$ cat src/asqf_pkg.sv
`default_nettype none
package asqf_pkg;

  localparam int ADDR_W = 64;
  localparam int LOW_W = 32;

  localparam logic OP_INSERT = 1'b0;
  localparam logic OP_LOOKUP = 1'b1;

  localparam logic [1:0] ST_DONE = 2'd0;
  localparam logic [1:0] ST_DUP = 2'd1;
  localparam logic [1:0] ST_FULL = 2'd2;

  typedef struct packed {
    logic              valid;
    logic              op;
    logic              hit;
    logic              placed;
    logic [ADDR_W-1:0] addr;
  } packet_t;

  typedef struct packed {
    logic              en;
    logic [ADDR_W-1:0] addr;
  } tracker_upd_t;

endpackage
`default_nettype wire

$ cat src/asqf_cell.sv
`default_nettype none
module asqf_cell (
  input  wire              clk,
  input  wire              rst,
  input  wire              advance,
  input  wire asqf_pkg::packet_t pin,
  output asqf_pkg::packet_t pout
);
  import asqf_pkg::*;

  logic [ADDR_W-1:0] entry;
  logic              used;
  logic              match;
  logic              take;
  packet_t           pout_next;

  assign match = pin.valid && used && (entry == pin.addr);
  assign take  = pin.valid && (pin.op == OP_INSERT) && !pin.hit && !pin.placed && !used;

  always_comb begin
    pout_next = pin;
    if (match) begin
      pout_next.hit = 1'b1;
    end
    if (take) begin
      pout_next.placed = 1'b1;
    end
  end

  always_ff @(posedge clk) begin
    if (rst) begin
      used <= 1'b0;
      pout <= '0;
    end else if (advance) begin
      pout <= pout_next;
      if (take) begin
        used <= 1'b1;
      end
    end
  end

  always_ff @(posedge clk) begin
    if (advance && take) begin
      entry <= pin.addr;
    end
  end

endmodule
`default_nettype wire

$ cat config.mk
export PLATFORM = sky130hd
export DESIGN_NAME = asqf_cell
export DESIGN_NICKNAME = d
export VERILOG_FILES = /design/src/asqf_pkg.sv /design/src/asqf_cell.sv
export SDC_FILE = /design/constraint.sdc
export NUM_CORES = 1
export LEC_CHECK = 0
export ABC_AREA = 1
export BUFFER_PORTS_ARGS = -buffer_cell sky130_fd_sc_hd__buf_2
export CAP_MARGIN = 10
export CELL_PAD_IN_SITES_DETAIL_PLACEMENT = 0
export CELL_PAD_IN_SITES_GLOBAL_PLACEMENT = 1
export CORE_ASPECT_RATIO = 1.1
export CORE_MARGIN = 10
export CORE_UTILIZATION = 42
export CTS_CLUSTER_SIZE = 14
export DETAILED_ROUTE_END_ITERATION = 16
export PLACE_DENSITY_LB_ADDON = 0.12
export SKIP_CTS_REPAIR_TIMING = 1
export SYNTH_ARGS = -nofsm -noshare
export SYNTH_HDL_FRONTEND = slang
export SYNTH_SLANG_ARGS = --single-unit
$ cat constraint.sdc
create_clock -name clk -period 4.7 [get_ports clk]
set_input_delay 0.47 -clock clk [delete_from_list [all_inputs] [get_ports clk]]
set_output_delay 0.47 -clock clk [all_outputs]
set_load 0.02 [all_outputs]
==> flow_summary.json <==
{
  "status": "finished, final reports clean",
  "cts_sinks": 133,
  "crit_path_max_fanout": 43,
  "hold_end": "pout[64]$_SDFFE_PP0P_",
  "rsz0062_at_grt": "no",
  "setup_viol": 0,
  "max_cap_viol_count": 0,
  "critPathLaunchType": "flop",
  "postSynthAreaPerCell_um2": 8.70,
  "fin_crit_ns": 2.35,
  "first_pass_iters": 4,
  "synth.most_common_cell": "nand2_1",
  "yosysWarnings": 0,
  "grt_pass1_vias": 4353,
  "synthTopCellsByCount": "143 x nand2_1, 89 x inv_1, 83 x nor2_1",
  "synth_area_um2": 5390,
  "drv_slew": 0,
  "critPathLaunch": "used$_SDFFE_PP0P_",
  "ys_ff_latch": 133,
  "seq_area_frac_synth": 0.613,
  "die_w_um": 128,
  "crit_type": "flop to flop",
  "routedWlPerCell_um": 14.5,
  "place_worst_setup_slack_ns": 2.04,
  "synth_cell_types": 19,
  "clock_latency_ns": 0.42,
  "timing.rr.start": "used$_SDFFE_PP0P_",
  "ys_top_cells_by_area": "edfxtp_1 36%, dfxtp_1 26%, nand2_1 10%",
  "path_clk_slew_ns": 0.06,
  "fin_nets": 828,
  "final_antenna_net_count": 0,
  "initial_core_util": 0.428,
  "dieArea_um2": 17800,
  "drive_gt1_frac": 0.223,
  "cp_num_buf_inv": 2,
  "num_rows": 43,
  "finalWeightedCongestion": 0.768,
  "track_usage": 0.151,
  "grt_pass1_wl_mm": 21.5,
  "r2r_setup_slack_ns": 2.35,
  "io-pin-count": 139,
  "arrival_ns": 2.44,
  "syn-instance-count": 619,
  "cts.path.max_buffers": 2,
  "reg2reg_to": "entry[45]$_DFFE_PP_",
  "finalSetupTns_ns": 0,
  "powerDensity_nw_per_um2": 427,
  "max_clock_freq_mhz": 425,
  "hp-class": "input pin to flop",
  "leakage_nw": 3.27,
  "avgViaCountPerCell": 4.68,
  "cts_tree": "built",
  "vias": 4351,
  "synth_area_leader_cell": "edfxtp_1",
  "gr-total-overflow": 0,
  "die_y_um": 139,
  "critical_path_required_ns": 4.79,
  "cpMaxStageDelayCell": "inv_2",
  "path_cells": "nor4_1, nand2_1, inv_2, buf_4",
  "worst_pin_slew_ns": 1.01,
  "cts_buffers": 17,
  "core_um2": 12600,
  "synth_ff_type": "dfxtp_1",
  "timing.final.ws_setup_ns": 2.35,
  "yosys.area.top_type_share": 0.357,
  "hold_viol_final": 0,
  "cts_max_level": 4,
  "rr_worst_depth": 4,
  "grt_max_degree": 69,
  "async_flop_share": 0,
  "end_kind": "flop",
  "synth_edf_count": 64,
  "antenna_found_initial": 1,
  "slew_headroom": 0.328,
  "skew_ns": 0.00769,
  "hpwlAfterDp_mm": 9.74,
  "drc": 0,
  "synth_nets": 690,
  "totalWireLength_mm": 13.5,
  "hold_depth": 2,
  "first_iter_violations": 161,
  "worstHoldStart": "rst",
  "syn2layout_area_growth_pct": 26.4,
  "cts-root-buf": "clkbuf_16",
  "cpPeakStageDelay_ns": 0.70,
  "fill_cells": 1229,
  "portBuffers": 138,
  "crit_family": "buffers and inverters",
  "vdd_drop_max_mv": 0.223,
  "post-route-util": 0.541,
  "period_share": 0.500
}
worst max path at each step:
stage | slack [ns] | cells after the start | end
floorplan | 2.17 | 3 | entry[0]$_DFFE_PP_
global placement | 2.09 | 7 | entry[15]$_DFFE_PP_
detailed placement | 2.04 | 7 | entry[46]$_DFFE_PP_
CTS | 2.28 | 4 | entry[41]$_DFFE_PP_
global route | 2.16 | 4 | entry[23]$_DFFE_PP_
finish | 2.35 | 4 | entry[45]$_DFFE_PP_
worst reg2reg max path: cells and delay by family, from the launching register on:
| kind | cells | cell delay (ns) |
|---|---|---|
| buf+inv | 2 | 1.17 |
| flops | 1 | 0.32 |
| simple gates | 2 | 0.53 |
cells by family after synthesis:
group	share of synthesized area
and+or+nand+nor	0.164
DFF	0.613
AOI/OAI and AO/OA	0.122
buffers and inverters	0.0802
xor gates and xnor gates	0.0195
cell type report:
type | count | area [um2] | area share
Sequential cell | 133 | 3300 | 0.485
Tap cell | 157 | 196 | 0.0289
Clock buffer | 24 | 482 | 0.0708
Antenna cell | 2 | 5.00 | 0.000735
Clock inverter | 8 | 123 | 0.0180
Inverter | 90 | 338 | 0.0496
Multi-Input combinational cell | 375 | 1650 | 0.243
Timing Repair Buffer | 140 | 708 | 0.104
layer usage:
metal | GRT usage | part of all wire
met1 | 0.189 | 0.46
met2 | 0.220 | 0.44
met3 | 0.0639 | 0.081
met4 | 0.0658 | 0.014
met5 | 0 | 0
metrics by stage:
stage          hold WS [ns]  total power, W  std cells  instance area [um2]
2_1_floorplan         0.463         0.00147        619                 5390
3_3_place_gp          0.450         0.00158        895                 6200
3_5_place_dp          0.457         0.00158        895                 6200
4_1_cts               0.210         0.00293        927                 6800
5_1_grt               0.219         0.00302        927                 6800
6_report              0.223         0.00291        929                 6810
sequential cells by signal, indices dropped and copies added, names as in the netlist:
signal	flops
pout	68
used	1
entry	64
where the power goes:
part / switching (W) / internal (W)
Sequential: 0.0000233 / 0.00127
Clock: 0.000477 / 0.000874
Combinational: 0.000175 / 0.0000910
Total: 0.000675 / 0.00223
cells in the final DEF, fill, tap and decap left out:
master | Yosys | final
buf_4 | 1 | 3
o22ai_1 | 2 | 2
inv_1 | 89 | 88
edfxtp_1 | 64 | 64
nor2_1 | 83 | 83
clkbuf_1 | 11 | 4
clkinvlp_4 | 0 | 3
a21oi_1 | 46 | 46
clkinv_2 | 0 | 2
nand3_1 | 5 | 5
nor4_1 | 1 | 1
bufinv_16 | 0 | 3
inv_2 | 1 | 2
xnor2_1 | 12 | 12
buf_2 | 8 | 137
dfxtp_1 | 69 | 69
nand2_1 | 143 | 143
o21ai_0 | 80 | 80
or2_2 | 1 | 1
clkbuf_8 | 0 | 3
clkbuf_16 | 0 | 17
o21a_1 | 1 | 1
diode_2 | 0 | 2
a21oi_2 | 1 | 1
No activity file was read; power rests on OpenSTA's default activity.
