===== config.mk =====
export PLATFORM = sky130hd
export DESIGN_NAME = asqf_filter
export DESIGN_NICKNAME = d
export VERILOG_FILES = /design/src/asqf_pkg.sv /design/src/asqf_filter.sv
export SDC_FILE = /design/constraint.sdc
export NUM_CORES = 1
export LEC_CHECK = 0
export BUFFER_PORTS_ARGS = -buffer_cell sky130_fd_sc_hd__buf_2
export CORE_MARGIN = 3
export CORE_UTILIZATION = 36
export DETAILED_ROUTE_END_ITERATION = 6
export GPL_TIMING_DRIVEN = 0
export HOLD_SLACK_MARGIN = 0.02
export PLACE_DENSITY = 0.61
export RECOVER_POWER = 50
export SLEW_MARGIN = 20
export SYNTH_ARGS = -nofsm -noshare
export SYNTH_HDL_FRONTEND = slang
export SYNTH_SLANG_ARGS = --single-unit

===== constraint.sdc =====
create_clock -name clk -period 3.27 [get_ports clk]
set_clock_uncertainty 0.1 [all_clocks]
set_input_delay 0.8175 -clock clk [delete_from_list [all_inputs] [get_ports clk]]
set_output_delay 0.8175 -clock clk [all_outputs]
set_load 0.02 [all_outputs]

===== src/asqf_pkg.sv =====
`default_nettype none
package asqf_pkg;

  localparam int ADDR_W = 64;
  localparam int LOW_W = 32;

  localparam logic OP_INSERT = 1'b0;
  localparam logic OP_LOOKUP = 1'b1;

  localparam logic [1:0] ST_DONE = 2'd0;
  localparam logic [1:0] ST_DUP = 2'd1;
  localparam logic [1:0] ST_FULL = 2'd2;

  typedef struct packed {
    logic              valid;
    logic              op;
    logic              hit;
    logic              placed;
    logic [ADDR_W-1:0] addr;
  } packet_t;

  typedef struct packed {
    logic              en;
    logic [ADDR_W-1:0] addr;
  } tracker_upd_t;

endpackage
`default_nettype wire


===== src/asqf_filter.sv =====
`default_nettype none
module asqf_filter (
  input  wire                      clk,
  input  wire                      rst,
  input  wire [63:0]               addr,
  input  wire asqf_pkg::tracker_upd_t upd,
  output logic                     pass
);
  import asqf_pkg::*;

  logic [LOW_W-1:0]  low_min;
  logic [LOW_W-1:0]  low_max;
  logic [LOW_W-1:0]  low_bits;
  logic [ADDR_W-1:0] high_min;
  logic [ADDR_W-1:0] high_max;
  logic [ADDR_W-1:0] high_bits;

  logic              q_low;
  logic [LOW_W-1:0]  q_v;
  logic              u_low;
  logic [LOW_W-1:0]  u_v;

  assign q_low = (addr[ADDR_W-1:LOW_W] == '0);
  assign q_v   = addr[LOW_W-1:0];
  assign u_low = (upd.addr[ADDR_W-1:LOW_W] == '0);
  assign u_v   = upd.addr[LOW_W-1:0];

  always_comb begin
    if (q_low) begin
      pass = !((q_v > low_max) || (q_v < low_min) || ((q_v & ~low_bits) != '0));
    end else begin
      pass = !((addr > high_max) || (addr < high_min) || ((addr & ~high_bits) != '0));
    end
  end

  always_ff @(posedge clk) begin
    if (rst) begin
      low_min   <= '1;
      low_max   <= '0;
      low_bits  <= '0;
      high_min  <= '1;
      high_max  <= '0;
      high_bits <= '0;
    end else if (upd.en) begin
      if (u_low) begin
        if (u_v > low_max) low_max <= u_v;
        if (u_v < low_min) low_min <= u_v;
        low_bits <= low_bits | u_v;
      end else begin
        if (upd.addr > high_max) high_max <= upd.addr;
        if (upd.addr < high_min) high_min <= upd.addr;
        high_bits <= high_bits | upd.addr;
      end
    end
  end

endmodule
`default_nettype wire


==> metrics list <==
- CP delay by family, top: simple AND/OR/NAND/NOR gates
* Flop2flop setup slack: 30 ps
- Worst-case reg-to-reg path depth: 13
- In this run, synthesis inferred 0 flip-flops with an integrated enable.
* Setup repair after global routing missed its margin: yes
* Via count: 18300
- For this run, the register share of the synthesized area comes to 0.285.
- # DRC: 0
- Result of the run: complete, but fails checks
- Max-slew violation count: 0
* Critical register-to-register path startpoint: high_max[1]
* First element of the critical path: addr[25]
- The total count of hold-check failures in the final report was 0.
- Iteration-0 DRC count of the detailed router: 1400
- No sink is reached through more buffers than the 3 on the longest clock path.
- Clock tree from TritonCTS: built
* Instance area at placement: 21900 µm²
- Power per standard cell area: 429 nW/µm²
- Worst-path maximum fanout: 5
- Global routing finished with a remaining overflow of 0.
* Actual transition at the worst max-transition pin: 1180 ps
- In this run the worst setup path terminates at pass.
- Die span in y: 243 µm
- Final std cell area, no fill: 23600 µm²
- Wires add up to 71500 µm.
- Number of distinct library cell variants in the gate-level netlist after synthesis: 59
- The initial utilization of the core area, before any placement, comes to 0.366.
- Clock Sinks: 288
* Most instantiated flip-flop cell in the synthesis netlist: sky130_fd_sc_hd__dfxtp_1
* Number of synthesized register bits: 288
- Core area: 55300 µm²
* Clock insertion delay at the later pin of the skew report: 560 ps
- After detailed routing, the number of vias per cell comes to 5.49.
- Full die area: 59100 µm²
* Cell Count Post-Placement: 3244
- Routability congestion estimate: 1.00
* Crit Reg-Reg Endpoint: high_max[11]
* Area taken by multi-input logic gates: 13500 µm²
* Gate Count Post-Synth: 2366
- Hold/Removal Path Class: reg2reg
- Global-route usage over all layers: 0.236
- Measured against its own limit, the worst slew margin works out to 0.210.
* Commonest non-fill, non-tap cell in the layout: sky130_fd_sc_hd__ha_1
- The floorplan has 86 rows.
* Total half-perimeter wirelength after legalization and detailed placement: 56700 µm
- IR analysis of the VDD net gives a maximum drop of 317 µV.
- Final std cells w/o fill: 3322
* Layout cells sized above 1: 0.109
- Setup slack on the critical path of the routed design comes to -807 ps.
- Max-cap violations in this run came to 0.
* CP bufs+invs: 2
- Failing checks: setup timing
- The setup path with the least slack is of type in2out.
- Hold Buf Count CTS: 0
* Number of cells on the critical path: 9
- Buffers placed on the I/O ports in this run total 130.
- The first TritonRoute pass finished after 5 iterations.
- Die W: 243 µm
* Antenna Nets Post-Route: 0
- Register area: 5770 µm²
- Final setup vio count: 118
* Vias in the first global route: 18300
- In the layout the commonest cells are 367 x sky130_fd_sc_hd__ha_1, 304 x sky130_fd_sc_hd__nor2_1, 286 x sky130_fd_sc_hd__dfxtp_1.
* Mapped Nets: 2877
- After synthesis, the mean cell area works out to 8.55 µm².
- Reported leakage power: 11.7 nW
* Type of element launching the critical path: input port
* Number of clock buffers inserted by TritonCTS: 37
- Cell type with the highest occurrence count on the critical path: sky130_fd_sc_hd__o211ai_1
* Clock edge transition at the registers on the reported setup and hold paths: 60 ps
- 132 I/O pins were placed.
- The worst hold path begins at high_bits[55].
- sky130_fd_sc_hd__dfxtp_1 takes more of the synthesized area than any other cell.
- CP peak stage delay: 540 ps
- The initial antenna violation count came to 2.
* Netlist area before placement: 20200 µm²
* Worst endpoint data arrival time: 3160 ps
- Wire length of the first global-routing pass: 107000 µm
- Async set or reset register ratio after synthesis: 0
* Layout area overhead: 16.7%
- For this run, the top clock speed supported by timing is 245 MHz.
- CTS placed an instance of sky130_fd_sc_hd__clkbuf_16 at the clock tree root.
- Required @ worst endpoint: 2350 ps
* Maximum number of pins on one net before global-route repair: 13
* Fin crit share: 1.25
- After filler insertion, the fill cell instance count of the layout stands at 5569.
- The critical path goes through buf_2 -> ha_1 -> nand4_1 -> nor4_4 -> nand3_1 -> o211ai_1 -> o211ai_1 -> o31ai_4 -> buf_6.
- Area share of the largest cell type after synthesis: 0.285
- Final #Nets: 3058
* Cell types occupying the most area after synthesis: sky130_fd_sc_hd__dfxtp_1 28%, sky130_fd_sc_hd__ha_1 23%, sky130_fd_sc_hd__mux2i_1 9.5%
- Minimum clock period after layout: 4080 ps
- The worst setup path is captured at a primary output.
- The slowest stage of the critical path is the sky130_fd_sc_hd__nor4_4 cell.
- Warnings, synthesis: 0
- Number of levels in the clock H-tree: 2
* Average detailed-routed wire length per instance: 21.5 µm
[metrics by stage]
stage               utilization  total power, mW  TNS [ps]  hold WS (ps)  setup WS, ps
finish                    0.427             10.1     -5240           366          -807
global route              0.427             10.6    -19440           383          -835
CTS                       0.425             10.1      -747           369          -747
detailed placement        0.395             5.88   -137910           354         -1650
global placement          0.395             5.79   -123150           349         -1600
floorplan                     -             5.10      -236           337          -236
[worst register-to-register path, stage by stage, from the launching register on]
cell	delay (ps)
sky130_fd_sc_hd__dfxtp_2	330
sky130_fd_sc_hd__inv_2	50
sky130_fd_sc_hd__buf_4	130
sky130_fd_sc_hd__ha_1	270
sky130_fd_sc_hd__nor2b_1	130
sky130_fd_sc_hd__o211ai_1	150
sky130_fd_sc_hd__a21oi_1	140
sky130_fd_sc_hd__o21ai_1	310
sky130_fd_sc_hd__o211ai_1	290
sky130_fd_sc_hd__a31oi_1	370
sky130_fd_sc_hd__a21o_1	160
sky130_fd_sc_hd__clkbuf_2	270
sky130_fd_sc_hd__buf_6	240
sky130_fd_sc_hd__mux2i_1	220
[Yosys cell counts (all sizes together), types with 3 or more instances]
cell	n
ha	380
nor2	304
dfxtp	288
inv	260
a21oi	209
mux2i	192
nand2b	166
a21o	89
nand4	79
nand2	60
clkbuf	55
o21ai	47
o22ai	41
nor4	29
buf	22
a211oi	18
nor3	18
nand3	16
nor2b	14
o211ai	13
a221oi	11
o21a	9
and4	8
a2111oi	5
or3	3
[cell families after synthesis]
family / share of synthesized area
AO/OA/AOI/OAI: 0.143
adder cells (fa/ha/maj): 0.235
multiplexers: 0.0949
flip-flops: 0.285
buffers and inverters: 0.0698
AND/OR/NAND/NOR: 0.173
[registers in the layout, indices dropped and copies added, names as in the netlist]
signal     cells
low_max       32
low_bits      32
low_min       32
high_bits     64
high_max      64
high_min      64
[per-layer routing]
metal	global-route usage	vias to the layer above	wire length (µm)
li1	-	8705	-
met1	0.303	8734	31100
met2	0.389	647	32400
met3	0.0381	167	4710
met4	0.108	0	3340
met5	0	-	0
[where the power goes]
| part | internal (mW) | switching, mW | total [mW] |
|---|---|---|---|
| clock | 2.51 | 1.67 | 4.19 |
| sequential | 3.69 | 0.105 | 3.80 |
| combinational | 0.836 | 1.31 | 2.14 |
[cell type report]
class,count,area share
timing repair buffer,142,0.0338
antenna,1,0.000106
sequential,288,0.244
inverter,260,0.0415
multi-input combinational,1741,0.570
tap,748,0.0396
buffer,77,0.0183
clock inverter,12,0.00524
clock buffer,53,0.0469
[repair_timing]
| item | in CTS | in global routing |
|---|---|---|
| cloned | 0 | 0 |
| gates resized for setup | 69 | 22 |
| pin swaps | 24 | 11 |
| setup endpoints to repair | 96 | 122 |
| setup buffers | 8 | 4 |
[worst min path at each step]
stage	end	slack, ps	cells past startpoint
4_1_cts	high_bits[51]	370	2
2_1_floorplan	high_bits[15]	340	2
3_3_place_gp	low_bits[13]	350	2
3_5_place_dp	high_bits[51]	350	2
5_1_grt	low_bits[15]	380	2
6_report	high_bits[55]	370	2
(Power assumes the default switching activity.)
